File: src/annexb_ns_pkg.sv
// ----------------------------------------------------------------------------
// annexb_ns_pkg
// Shared types and constants of the Annex B NAL unit splitter: payload
// structs, configuration struct, queue entry layout and field widths.
// ----------------------------------------------------------------------------
package annexb_ns_pkg;

    // width of the internal saturating unit length counter (8 to 32)
    localparam int LENGTH_WIDTH      = 24;
    // width of the unit length field in a descriptor
    localparam int UNIT_LENGTH_WIDTH = 24;

    localparam int PREFIX_WIDTH      = 3;
    localparam int TYPE_WIDTH        = 6;
    localparam int CLASS_WIDTH       = 2;

    // configuration port
    localparam int CFG_INDEX_WIDTH   = 2;
    localparam int CFG_DATA_WIDTH    = 8;
    localparam logic [CFG_INDEX_WIDTH-1:0] CFG_CODEC_MODE   = CFG_INDEX_WIDTH'(0);
    localparam logic [CFG_INDEX_WIDTH-1:0] CFG_FIRST_PREFIX = CFG_INDEX_WIDTH'(1);

    // longest start code prefix
    localparam logic [PREFIX_WIDTH-1:0] PREFIX_MAX   = PREFIX_WIDTH'(4);
    localparam logic [PREFIX_WIDTH-1:0] PREFIX_LONG  = PREFIX_WIDTH'(4);
    localparam logic [PREFIX_WIDTH-1:0] PREFIX_SHORT = PREFIX_WIDTH'(3);

    // parameter set class codes
    localparam logic [CLASS_WIDTH-1:0] CLASS_OTHER = CLASS_WIDTH'(0);
    localparam logic [CLASS_WIDTH-1:0] CLASS_VPS   = CLASS_WIDTH'(1);
    localparam logic [CLASS_WIDTH-1:0] CLASS_SPS   = CLASS_WIDTH'(2);
    localparam logic [CLASS_WIDTH-1:0] CLASS_PPS   = CLASS_WIDTH'(3);

    // nal types that select a parameter set class
    localparam logic [TYPE_WIDTH-1:0] AVC_SPS  = TYPE_WIDTH'(7);
    localparam logic [TYPE_WIDTH-1:0] AVC_PPS  = TYPE_WIDTH'(8);
    localparam logic [TYPE_WIDTH-1:0] HEVC_VPS = TYPE_WIDTH'(32);
    localparam logic [TYPE_WIDTH-1:0] HEVC_SPS = TYPE_WIDTH'(33);
    localparam logic [TYPE_WIDTH-1:0] HEVC_PPS = TYPE_WIDTH'(34);

    // queue between front and back
    localparam int QUEUE_DEPTH     = 4;
    localparam int QUEUE_PTR_WIDTH = $clog2(QUEUE_DEPTH);
    localparam int QUEUE_CNT_WIDTH = $clog2(QUEUE_DEPTH + 1);

    typedef struct packed {
        logic [7:0] data_byte;
        logic       end_of_buffer;
    } in_item_t;

    typedef struct packed {
        logic [UNIT_LENGTH_WIDTH-1:0] unit_length;
        logic [PREFIX_WIDTH-1:0]      prefix_length;
        logic [TYPE_WIDTH-1:0]        nal_type;
        logic [CLASS_WIDTH-1:0]       unit_class;
        logic                         length_saturated;
        logic                         header_seen;
        logic                         buffer_done;
        logic                         last_of_run;
    } out_item_t;

    typedef struct packed {
        logic                    codec_mode;
        logic [PREFIX_WIDTH-1:0] first_prefix_length;
    } cfg_t;

    // one unit descriptor before type decoding
    typedef struct packed {
        logic [UNIT_LENGTH_WIDTH-1:0] len;
        logic [PREFIX_WIDTH-1:0]      pfx;
        logic [7:0]                   hdr;
        logic                         hdr_seen;
        logic                         sat;
    } desc_t;

    // all descriptors caused by one byte: start code close, then buffer end
    typedef struct packed {
        logic  sc_valid;
        desc_t sc;
        logic  eob_valid;
        desc_t eob;
    } entry_t;

endpackage

File: src/annexb_ns_front.sv
// ----------------------------------------------------------------------------
// annexb_ns_front
// Byte scanner: tracks zero runs, unit length, prefix and header byte, and
// writes one queue entry for each byte that closes a unit.
// ----------------------------------------------------------------------------
module annexb_ns_front
    import annexb_ns_pkg::*;
(
    input  logic     aclk,
    input  logic     aresetn,
    input  cfg_t     cfg,
    input  logic     s_valid,
    output logic     s_ready,
    input  in_item_t s_data,
    input  logic     q_full,
    output logic     q_push,
    output entry_t   q_entry
);

    localparam logic [LENGTH_WIDTH-1:0] LEN_MAX = '1;

    logic [1:0]              zero_run_reg, zero_run_next;
    logic [LENGTH_WIDTH-1:0] count_reg, count_next;
    logic [PREFIX_WIDTH-1:0] prefix_reg, prefix_next;
    logic [PREFIX_WIDTH-1:0] skip_reg, skip_next;
    logic [7:0]              hdr_reg, hdr_next;
    logic                    hdr_valid_reg, hdr_valid_next;
    logic                    sat_reg, sat_next;

    logic accept;

    assign s_ready = !q_full;
    assign accept  = s_valid && s_ready;

    // per-byte scan
    always_comb begin
        logic                    open;
        logic [PREFIX_WIDTH-1:0] clamp;
        logic [PREFIX_WIDTH-1:0] np;
        logic [LENGTH_WIDTH-1:0] body;
        logic [LENGTH_WIDTH-1:0] np_minus1;
        logic                    is_sc;
        logic                    count_it;

        open  = (count_reg == '0);
        clamp = (cfg.first_prefix_length > PREFIX_MAX) ? PREFIX_MAX
                                                        : cfg.first_prefix_length;

        // buffer start reloads the scan state
        zero_run_next  = open ? 2'd0 : zero_run_reg;
        count_next     = count_reg;
        prefix_next    = open ? clamp : prefix_reg;
        skip_next      = open ? clamp : skip_reg;
        hdr_next       = open ? 8'h00 : hdr_reg;
        hdr_valid_next = open ? 1'b0 : hdr_valid_reg;
        sat_next       = open ? 1'b0 : sat_reg;

        q_entry   = '0;
        count_it  = 1'b0;
        is_sc     = (skip_next == '0) && (s_data.data_byte == 8'h01)
                    && (zero_run_next >= 2'd2);
        np        = (zero_run_next == 2'd3) ? PREFIX_LONG : PREFIX_SHORT;
        np_minus1 = LENGTH_WIDTH'(np - PREFIX_WIDTH'(1));
        body      = count_next - LENGTH_WIDTH'(prefix_next);

        if (skip_next != '0) begin
            // assumed prefix bytes are counted, not scanned
            skip_next = skip_next - PREFIX_WIDTH'(1);
            count_it  = 1'b1;
        end else if (is_sc) begin
            // start code closes the current unit
            q_entry.sc_valid = 1'b1;
            q_entry.sc.pfx   = prefix_next;
            q_entry.sc.hdr   = hdr_next;
            q_entry.sc.sat   = sat_next;
            if (sat_next) begin
                q_entry.sc.len      = UNIT_LENGTH_WIDTH'(LEN_MAX);
                q_entry.sc.hdr_seen = hdr_valid_next;
            end else begin
                q_entry.sc.len      = UNIT_LENGTH_WIDTH'(count_next - np_minus1);
                q_entry.sc.hdr_seen = hdr_valid_next && (body > np_minus1);
            end
            count_next     = LENGTH_WIDTH'(np);
            prefix_next    = np;
            zero_run_next  = 2'd0;
            hdr_valid_next = 1'b0;
            hdr_next       = 8'h00;
            sat_next       = 1'b0;
        end else begin
            // unit body byte
            if (!hdr_valid_next) begin
                hdr_next       = s_data.data_byte;
                hdr_valid_next = 1'b1;
            end
            if (s_data.data_byte == 8'h00) begin
                if (zero_run_next != 2'd3) begin
                    zero_run_next = zero_run_next + 2'd1;
                end
            end else begin
                zero_run_next = 2'd0;
            end
            count_it = 1'b1;
        end

        // saturating length count
        if (count_it) begin
            if (count_next == LEN_MAX) begin
                sat_next = 1'b1;
            end else begin
                count_next = count_next + LENGTH_WIDTH'(1);
            end
        end

        // buffer end closes the last unit
        if (s_data.end_of_buffer) begin
            q_entry.eob_valid    = 1'b1;
            q_entry.eob.len      = sat_next ? UNIT_LENGTH_WIDTH'(LEN_MAX)
                                            : UNIT_LENGTH_WIDTH'(count_next);
            q_entry.eob.pfx      = prefix_next - skip_next;
            q_entry.eob.hdr      = hdr_next;
            q_entry.eob.hdr_seen = hdr_valid_next;
            q_entry.eob.sat      = sat_next;
            count_next           = '0;
        end

        q_push = accept && (q_entry.sc_valid || q_entry.eob_valid);
    end

    // scan state registers
    always_ff @(posedge aclk) begin
        if (!aresetn) begin
            zero_run_reg  <= 2'd0;
            count_reg     <= '0;
            prefix_reg    <= PREFIX_MAX;
            skip_reg      <= PREFIX_MAX;
            hdr_reg       <= 8'h00;
            hdr_valid_reg <= 1'b0;
            sat_reg       <= 1'b0;
        end else if (accept) begin
            zero_run_reg  <= zero_run_next;
            count_reg     <= count_next;
            prefix_reg    <= prefix_next;
            skip_reg      <= skip_next;
            hdr_reg       <= hdr_next;
            hdr_valid_reg <= hdr_valid_next;
            sat_reg       <= sat_next;
        end
    end

endmodule

File: src/annexb_ns_queue.sv
// ----------------------------------------------------------------------------
// annexb_ns_queue
// Small first-in first-out queue of descriptor entries between the scanner
// and the output side.
// ----------------------------------------------------------------------------
module annexb_ns_queue
    import annexb_ns_pkg::*;
(
    input  logic   aclk,
    input  logic   aresetn,
    input  logic   push,
    input  entry_t push_entry,
    output logic   full,
    input  logic   pop,
    output logic   empty,
    output entry_t head
);

    entry_t                     mem [QUEUE_DEPTH];
    logic [QUEUE_PTR_WIDTH-1:0] wr_ptr_reg, wr_ptr_next;
    logic [QUEUE_PTR_WIDTH-1:0] rd_ptr_reg, rd_ptr_next;
    logic [QUEUE_CNT_WIDTH-1:0] cnt_reg, cnt_next;

    localparam logic [QUEUE_PTR_WIDTH-1:0] LAST_PTR = QUEUE_PTR_WIDTH'(QUEUE_DEPTH - 1);

    assign full  = (cnt_reg == QUEUE_CNT_WIDTH'(QUEUE_DEPTH));
    assign empty = (cnt_reg == '0);
    assign head  = mem[rd_ptr_reg];

    // pointer and fill count update
    always_comb begin
        wr_ptr_next = wr_ptr_reg;
        rd_ptr_next = rd_ptr_reg;
        cnt_next    = cnt_reg;
        if (push) begin
            wr_ptr_next = (wr_ptr_reg == LAST_PTR) ? '0
                                                   : wr_ptr_reg + QUEUE_PTR_WIDTH'(1);
        end
        if (pop) begin
            rd_ptr_next = (rd_ptr_reg == LAST_PTR) ? '0
                                                   : rd_ptr_reg + QUEUE_PTR_WIDTH'(1);
        end
        if (push && !pop) begin
            cnt_next = cnt_reg + QUEUE_CNT_WIDTH'(1);
        end else if (pop && !push) begin
            cnt_next = cnt_reg - QUEUE_CNT_WIDTH'(1);
        end
    end

    always_ff @(posedge aclk) begin
        if (!aresetn) begin
            wr_ptr_reg <= '0;
            rd_ptr_reg <= '0;
            cnt_reg    <= '0;
        end else begin
            wr_ptr_reg <= wr_ptr_next;
            rd_ptr_reg <= rd_ptr_next;
            cnt_reg    <= cnt_next;
        end
    end

    // entry storage
    always_ff @(posedge aclk) begin
        if (push) begin
            mem[wr_ptr_reg] <= push_entry;
        end
    end

endmodule

File: src/annexb_ns_back.sv
// ----------------------------------------------------------------------------
// annexb_ns_back
// Output side: takes queue entries apart into single descriptors, decodes
// NAL type and class under the codec mode, and holds the result register.
// ----------------------------------------------------------------------------
module annexb_ns_back
    import annexb_ns_pkg::*;
(
    input  logic      aclk,
    input  logic      aresetn,
    input  cfg_t      cfg,
    input  logic      q_empty,
    input  entry_t    q_head,
    output logic      q_pop,
    output logic      m_valid,
    input  logic      m_ready,
    output out_item_t m_data
);

    logic      valid_reg, valid_next;
    logic      second_reg, second_next;
    out_item_t data_reg, data_next;

    assign m_valid = valid_reg;
    assign m_data  = data_reg;

    // pick the next descriptor and decode its header
    always_comb begin
        logic  load;
        logic  take_sc;
        desc_t d;

        load        = !valid_reg || m_ready;
        valid_next  = valid_reg && !m_ready;
        second_next = second_reg;
        data_next   = data_reg;
        q_pop       = 1'b0;

        take_sc = q_head.sc_valid && !second_reg;
        d       = take_sc ? q_head.sc : q_head.eob;

        if (load && !q_empty) begin
            valid_next                 = 1'b1;
            data_next.unit_length      = d.len;
            data_next.prefix_length    = d.pfx;
            data_next.length_saturated = d.sat;
            data_next.header_seen      = d.hdr_seen;
            data_next.buffer_done      = !take_sc;
            data_next.last_of_run      = !(take_sc && q_head.eob_valid);
            data_next.nal_type         = '0;
            data_next.unit_class       = CLASS_OTHER;
            if (d.hdr_seen) begin
                if (cfg.codec_mode) begin
                    data_next.nal_type = d.hdr[6:1];
                    if (d.hdr[6:1] == HEVC_VPS) begin
                        data_next.unit_class = CLASS_VPS;
                    end else if (d.hdr[6:1] == HEVC_SPS) begin
                        data_next.unit_class = CLASS_SPS;
                    end else if (d.hdr[6:1] == HEVC_PPS) begin
                        data_next.unit_class = CLASS_PPS;
                    end
                end else begin
                    data_next.nal_type = {1'b0, d.hdr[4:0]};
                    if ({1'b0, d.hdr[4:0]} == AVC_SPS) begin
                        data_next.unit_class = CLASS_SPS;
                    end else if ({1'b0, d.hdr[4:0]} == AVC_PPS) begin
                        data_next.unit_class = CLASS_PPS;
                    end
                end
            end
            // hold the entry while its buffer end descriptor is still due
            if (take_sc && q_head.eob_valid) begin
                second_next = 1'b1;
            end else begin
                second_next = 1'b0;
                q_pop       = 1'b1;
            end
        end
    end

    always_ff @(posedge aclk) begin
        if (!aresetn) begin
            valid_reg  <= 1'b0;
            second_reg <= 1'b0;
        end else begin
            valid_reg  <= valid_next;
            second_reg <= second_next;
        end
    end

    always_ff @(posedge aclk) begin
        data_reg <= data_next;
    end

endmodule

File: src/annexb_nal_unit_splitter_unit.sv
// ----------------------------------------------------------------------------
// annexb_nal_unit_splitter_unit
// Annex B start code parser for H.264 and H.265 streams: one descriptor per
// NAL unit with length, prefix length, type and parameter set class.
// ----------------------------------------------------------------------------
// Takes one stream byte per cycle while s_ready is high. A byte that closes a
// unit writes one entry into a four-entry queue; the output side turns each
// entry into one descriptor per cycle while m_ready allows, so a byte that
// both ends a unit with a start code and ends the buffer yields two
// descriptors, and the queue keeps bytes flowing meanwhile. m_valid rises as
// the entry is loaded, unless earlier descriptors or back pressure hold the
// entry in the queue. Input ready drops only when the queue is full. Register
// 0 is codec_mode, applied as each descriptor leaves the queue; register 1 is
// first_prefix_length, taken at the next buffer start; writes are to be made
// while the block is idle. There is no clearing pass after reset.
module annexb_nal_unit_splitter_unit
    import annexb_ns_pkg::*;
(
    input  logic                       aclk,
    input  logic                       aresetn,
    input  logic                       cfg_valid,
    output logic                       cfg_ready,
    input  logic [CFG_INDEX_WIDTH-1:0] cfg_index,
    input  logic [CFG_DATA_WIDTH-1:0]  cfg_data,
    input  logic                       s_valid,
    output logic                       s_ready,
    input  in_item_t                   s_data,
    output logic                       m_valid,
    input  logic                       m_ready,
    output out_item_t                  m_data
);

    cfg_t   cfg_reg;
    logic   q_push, q_full, q_pop, q_empty;
    entry_t q_entry, q_head;

    assign cfg_ready = 1'b1;

    // configuration registers
    always_ff @(posedge aclk) begin
        if (!aresetn) begin
            cfg_reg.codec_mode          <= 1'b0;
            cfg_reg.first_prefix_length <= PREFIX_MAX;
        end else if (cfg_valid && cfg_ready) begin
            if (cfg_index == CFG_CODEC_MODE) begin
                cfg_reg.codec_mode <= cfg_data[0];
            end else if (cfg_index == CFG_FIRST_PREFIX) begin
                cfg_reg.first_prefix_length <= cfg_data[PREFIX_WIDTH-1:0];
            end
        end
    end

    annexb_ns_front u_front (
        .aclk    (aclk),
        .aresetn (aresetn),
        .cfg     (cfg_reg),
        .s_valid (s_valid),
        .s_ready (s_ready),
        .s_data  (s_data),
        .q_full  (q_full),
        .q_push  (q_push),
        .q_entry (q_entry)
    );

    annexb_ns_queue u_queue (
        .aclk       (aclk),
        .aresetn    (aresetn),
        .push       (q_push),
        .push_entry (q_entry),
        .full       (q_full),
        .pop        (q_pop),
        .empty      (q_empty),
        .head       (q_head)
    );

    annexb_ns_back u_back (
        .aclk    (aclk),
        .aresetn (aresetn),
        .cfg     (cfg_reg),
        .q_empty (q_empty),
        .q_head  (q_head),
        .q_pop   (q_pop),
        .m_valid (m_valid),
        .m_ready (m_ready),
        .m_data  (m_data)
    );

endmodule
File: config.mk
export PLATFORM = sky130hd
export DESIGN_NAME = annexb_nal_unit_splitter_unit
export DESIGN_NICKNAME = d
export VERILOG_FILES = /design/src/annexb_ns_pkg.sv /design/src/annexb_ns_front.sv /design/src/annexb_ns_queue.sv /design/src/annexb_ns_back.sv /design/src/annexb_nal_unit_splitter_unit.sv
export SDC_FILE = /design/constraint.sdc
export NUM_CORES = 1
export LEC_CHECK = 0
export ABC_AREA = 1
export BUFFER_PORTS_ARGS = -buffer_cell sky130_fd_sc_hd__buf_2
export CAP_MARGIN = 5
export CORE_MARGIN = 2
export CORE_UTILIZATION = 63
export DETAILED_ROUTE_END_ITERATION = 12
export PLACE_DENSITY_LB_ADDON = 0.15
export SETUP_SLACK_MARGIN = 0.02
export SYNTH_ARGS = -nofsm -noshare
export SYNTH_HDL_FRONTEND = slang
export SYNTH_SLANG_ARGS = --single-unit
File: constraint.sdc
create_clock -name aclk -period 14.5 [get_ports aclk]
set_input_delay 0.725 -clock aclk [delete_from_list [all_inputs] [get_ports aclk]]
set_output_delay 0.725 -clock aclk [all_outputs]
set_load 0.01 [all_outputs]
[Word level (Yosys, flattened, before mapping)]
Memories as Yosys holds them, arrays and structs flattened. A register that Yosys moved wholly into a read port is not among the register bits.
Index checks and enable logic that the tools add are counted.
Operators by class
  add/sub/neg operators: 11
  order comparisons: 3
  equality and inequality tests: 13
  mux-type cells: 55
  bitwise gates (word level): 1
  reduce and logical (&&, ||, !) cells: 32
Operators by type and width (number)
  two-way mux 24 bit: 7
  two-way mux 38 bit: 3
  two-way mux 37 bit: 1
  two-way mux 8 bit: 4
  two-way mux 2 bit: 14
  two-way mux 3 bit: 9
  adder 24 x 1 -> 24 bit (second input constant): 1
  == test 24 bit (second input constant): 1
  > comparator 24 bit: 1
  zero test 24 bit: 1
  subtractor 24 bit: 1
  subtractor 24 x 3 -> 24 bit: 1
  == test 6 bit (second input constant): 3
  two-way mux 1 bit: 16
  logical AND 1 bit: 11
  zero test 1 bit: 9
  == test 8 x 1 -> 1 bit (second input constant): 1
  zero test 8 bit: 1
  two-way mux 7 bit: 1
  adder 2 x 1 -> 2 bit (second input constant): 3
  == test 2 bit (second input constant): 3
  zero test 3 bit: 2
  subtractor 3 x 1 -> 3 bit (second input constant): 2
  == test 5 x 3 -> 1 bit (second input constant): 1
  16 further kinds: 18
Storage, ports and cells
  register bits: 94
  RAM bits: 304
  input bits: 24
  logic and storage cells: 139
  memories: 1
Memories
  u_queue.mem: words 4, bits a word 76, rd ports 1, clocked after memory_dff 1, wr ports 1, RTL line annexb_ns_queue.sv:19  | entry_t mem [QUEUE_DEPTH];

[Longest topological paths before layout]
  depth after elaboration: 19
  gate-level depth with buffers: 29
  mapped depth without buffers: 25

[Hierarchy]
Synthesis repeated with hierarchy kept, for this count alone.
Unflattened totals
  cell total of the unflattened synthesis: 1879
  area total of the unflattened synthesis: 18990.7 µm²
Modules (own cells, without submodules)
  annexb_ns_queue: instances 1, cells each 794, area each 11851.4 µm², seq. area each 9308.9 µm²
  annexb_ns_front: instances 1, cells each 840, area each 4987.3 µm², seq. area each 840.8 µm²
  annexb_ns_back: instances 1, cells each 218, area each 1969.4 µm², seq. area each 1211.2 µm²
  annexb_nal_unit_splitter_unit: instances 1, cells each 27, area each 182.7 µm², seq. area each 80.1 µm²

[Worst setup path after synthesis]
No wires, ideal clock.
  path type: reg2reg
  start: register u_front.count_reg[2]
  end: memory u_queue.mem[0][0] in the netlist's numbering, enable pin
  library setup time: 507 ps
  data arrival time: 6189 ps
  data required time: 13993 ps
  setup slack: 7804 ps
  stages on the path, launching flop included: 21
  period minus slack after synthesis: 6696 ps
  path through: dfxtp_1 buf_4 nor2_1 nand2_1 nor2_2 nand3_4 inv_1 clkbuf_1 o21ai_0 o21ai_0 ha_1 ha_1 nand2_1 nor3_1 nand3_4 buf_12 buf_8 buf_4 a21oi_1 inv_1 nor2_1
On the way
  word-level cells in the longest chain between the ends: 11
  elaborated cells between the ends (all ways): 14
  those cells by class: order compare: 1; mux: 6; reduce/logical: 7
RTL lines
  start: declaration: RTL line annexb_ns_front.sv:23  | logic [LENGTH_WIDTH-1:0] count_reg, count_next;
  start signal: assignment: RTL line annexb_ns_front.sv:141  | count_reg <= count_next;
  zero test 24 bit (*): RTL line annexb_ns_front.sv:45  | open = (count_reg == '0);
  parallel branches: the longest is 5 deep, another holds >= comparator 2 bit
  two-way mux 38 bit (*): RTL line annexb_ns_front.sv:66  | if (skip_next != '0) begin
  logical OR 1 bit (*): RTL line annexb_ns_front.sv:126  | q_push = accept && (q_entry.sc_valid || q_entry.eob_valid);
  logical AND 1 bit (*): RTL line annexb_ns_front.sv:126
  net q_push: RTL line annexb_nal_unit_splitter_unit.sv:34  | logic q_push, q_full, q_pop, q_empty;
  two-way mux 1 bit (*): RTL line annexb_ns_queue.sv:64  | if (push) begin
  two-way mux 1 bit (not written as such) (*): RTL line annexb_ns_queue.sv:65  | mem[wr_ptr_reg] <= push_entry;
  end: declaration: RTL line annexb_ns_queue.sv:19
Mark *: on every way through the listed nets, which the timed path passes.

[Worst setup path after layout]
  start: register u_front.count_reg[17]
  end: memory u_queue.mem[3][20] in the netlist's numbering, enable pin
The elaborated chain is that of the path after synthesis.

==> metrics <==
status complete, no violations; Cell Area, Synth 18070 µm²; top post-synthesis cells by area edfxtp_1 (56%), nor2_1 (7.2%), dfxtp_1 (6.2%), o21ai_0 (5.6%), nand2_1 (5.2%); router iterations before antenna repair 7; post-synthesis mux area share 0.1108%; Int Pwr 2265 µW; n_diodes 0; DRC 0; Avg Inst Size Synth just over 10 µm²; largest net degree at the start of global routing between 100 and 150; final worst path period need approximately 5.7 ns; met3 WL between 3000 and 4000 µm; Post-CTS Hold Buffers 0; metal2 WL 19480 µm; total number of vias approximately 13000; cell count after synthesis about 1800; sequential fraction of design power 41.9%; crit-path leading delay family buffers and inverters; # resized after CTS 0; Sink Count 391; Yosys cell types 52; CP Buf/Inv Count 4; Clk pwr share 28.5%; Synth top area share between 50 and 60%; CTS root buffer clkbuf_16; Area growth syn-to-layout 9.084%; Synth area leader edfxtp_1; Via density approximately 6; final setup fails 0; CTS tree done; post-synthesis sequential area ratio about three fifths; hpwl dp between 20000 and 30000 µm; worst vdd ir 208.8 µV; fin nets 1843; MaxCap Viol Count 0; CP startpoint kind flop; largest family of logic cells by synthesized area simple AND/OR/NAND/NOR gates; via count of the first global-routing pass between 10000 and 15000; FF-to-FF path depth 17; first-pass GRT wire length between 60000 and 70000 µm; GP Congestion between 0.9 and 1; Worst-Margin Slew about 1.0 ns; I/O Buffers roughly 60; CP Capture Type flop; Comb power frac 29.6%; Simple-Gate Fraction of Synth Area 17.48%; die width ~170 µm; Setup Skew 0.03248 ns; Core ar. between 20000 and 30000 µm²; slowest stage delay, CP 0.82 ns; H-Tree Depth 2; Syn. warnings 0; compound-cell area share of the yosys netlist 11.78%; cell area after layout a little under 20000 µm²; clock slew at reported path FFs roughly 0.06 ns; Switch Pwr about 1200 µW; hold path cells 3; initial antenna violation count 0; Final Max Tran Viols 0; die area between 30000 and 40000 µm²; share of layout cells above drive strength 1 a little under an eighth; Ports 66; post-CTS setup buffers 0; CTS Buf Count 40; Crit-path slowest cell buf_4; Metal-1 WL around 18000 µm; worst-path cell chain nor2_4 -> nand2_2 -> nor2_4 -> nand3_4 -> inv_1 -> o21ai_0 -> o21ai_0 -> ha_1 -> ha_1 -> nand2_1 -> nor3_1 -> nand3_4 -> buf_4 -> a21oi_1 -> inv_1 -> nor2_4 -> buf_4; cell mode on critical path nor2_4; synthesis-stage register bit count just under 400; min-delay worst type in -> reg; wire per inst 19.02 µm; starting density of the core between 60% and 70%; syn nets roughly 1800; Hold Fails Final Rpt 0; 1st-iter DRT viols between 1000 and 1500; Final Util 69.24%; Max Root-Sink Buffers 3; Core Rows 62; chip height approximately 170 µm; setup_tns 0 ns; Tot GR Track Use about 28%; Synth Area in XOR/XNOR under 10%; WP depth 17; Clk Latency, worst-skew pair roughly 0.56 ns; PD cells between 150 and 200 nW/µm²; data required time at the worst endpoint about 15 ns; RSZ-0062 raised after global routing false; Largest register FFs a little under 300; CP max FO just under 80; Lkg Pwr approximately 0.0076 µW; CP Data Arrival Time about 5.8 ns; Slew headroom 30.06%; sw frac between 30% and 40%; Total Wirelength between 40000 and 50000 µm; placed cell area 18440 µm²; Final Cycle Share between 30% and 40%; fmax approximately 180 MHz; Overflow after GRT 0; top sig layer met4; WS Path Type reg -> reg; Synth Area in Adders under 10%; ANT nets after route 0
kinds of logic after synthesis:
family	Yosys count
simple gates	732
compound gates	379
fa+ha+maj	20
xor+xnor	30
mux	2
flops	391
other cells	1
buf+inv	237
power groups by stage:
stage	Clock, µW	Combinational, µW	Sequential [µW]
finish	990	1030	1460
global route	1050	1150	1470
CTS	1000	1020	1460
detailed placement	0	1020	1480
global placement	0	994	1480
floorplan	0	677	1490
cell type report:
type / instances / area (µm²)
sequential: 391 / 11190
fill: 2164 / 8757
multi-input combinational: 1164 / 5886
clock buffer: 51 / 1072
inverter: 129 / 486.7
tap: 384 / 480.5
timing repair buffer: 73 / 400.4
clock inverter: 23 / 201.4
Yosys cell counts (all sizes together):
master  instances
nor2          369
edfxtp        335
nand2         261
o21ai         207
inv           129
a21oi          74
nand3          62
clkbuf         61
dfxtp          56
buf            47
a31oi          41
o22ai          39
xor2           20
ha             17
nand4          16
nor3           13
xnor2          10
o211ai          5
o32ai           5
nand3b          4
nor4            4
fa              3
mux2i           2
or2             2
a211oi          1
a21o            1
a221o           1
a221oi          1
a22o            1
conb            1
nor3b           1
o211a           1
o21a            1
o221ai          1
metrics by stage:
step	hold WS (ns)	setup slack [ns]	cells	total power (µW)
finish	0.3919	8.835	2215	3475
floorplan	0.4245	7.804	1792	2166
CTS	0.3827	8.821	2215	3481
global placement	0.4540	8.826	2141	2471
detailed placement	0.4678	8.825	2141	2498
global route	0.4143	8.357	2215	3663
worst register-to-register path, cell delays in order, from the launching register on:
cell and delay (ns):
dfxtp_1 0.46, nor2_4 0.18, nand2_2 0.10, nor2_4 0.16, nand3_4 0.19, inv_1 0.30
o21ai_0 0.19, o21ai_0 0.16, ha_1 0.23, ha_1 0.22, nand2_1 0.07, nor3_1 0.31
nand3_4 0.15, buf_4 0.42, a21oi_1 0.43, inv_1 0.28, nor2_4 0.53, buf_4 0.83
worst paths after layout:
kind,endpoint,slack (ns),startpoint
worst max-delay path,u_queue.mem[3][20],8.84,u_front.count_reg[17]
worst min register to register,u_front.zero_run_reg[0],0.48,u_front.zero_run_reg[0]
worst min-delay path,cfg_reg[2],0.39,cfg_data[2]
worst max register to register,u_queue.mem[3][20],8.84,u_front.count_reg[17]
cells in the final DEF, fill, tap and decap left out, types with 8 or more instances in the layout:
cell type    n
ha_1        17
o22ai_1     39
nor3_1      11
clkbuf_1     8
buf_4       14
dfxtp_1     54
nand2_1    249
nand2_2     11
inv_1      124
clkinv_2     8
nand3_1     51
a31oi_1     41
nor2_4      17
a21oi_1     57
nor2_1     344
nand3_2      8
o21ai_0    204
xor2_1      20
xnor2_1     10
buf_2       59
nor2_2       8
clkbuf_16   40
a21oi_2     17
nand4_1     14
edfxtp_1   335
per-layer routing:
layer	GRT usage, %	vias up
met5	0	-
met4	9.287	0
met3	4.518	79
met2	45.08	496
met1	40.01	6242
li1	-	6187
Note: power is estimated with default switching activity, not from simulation.
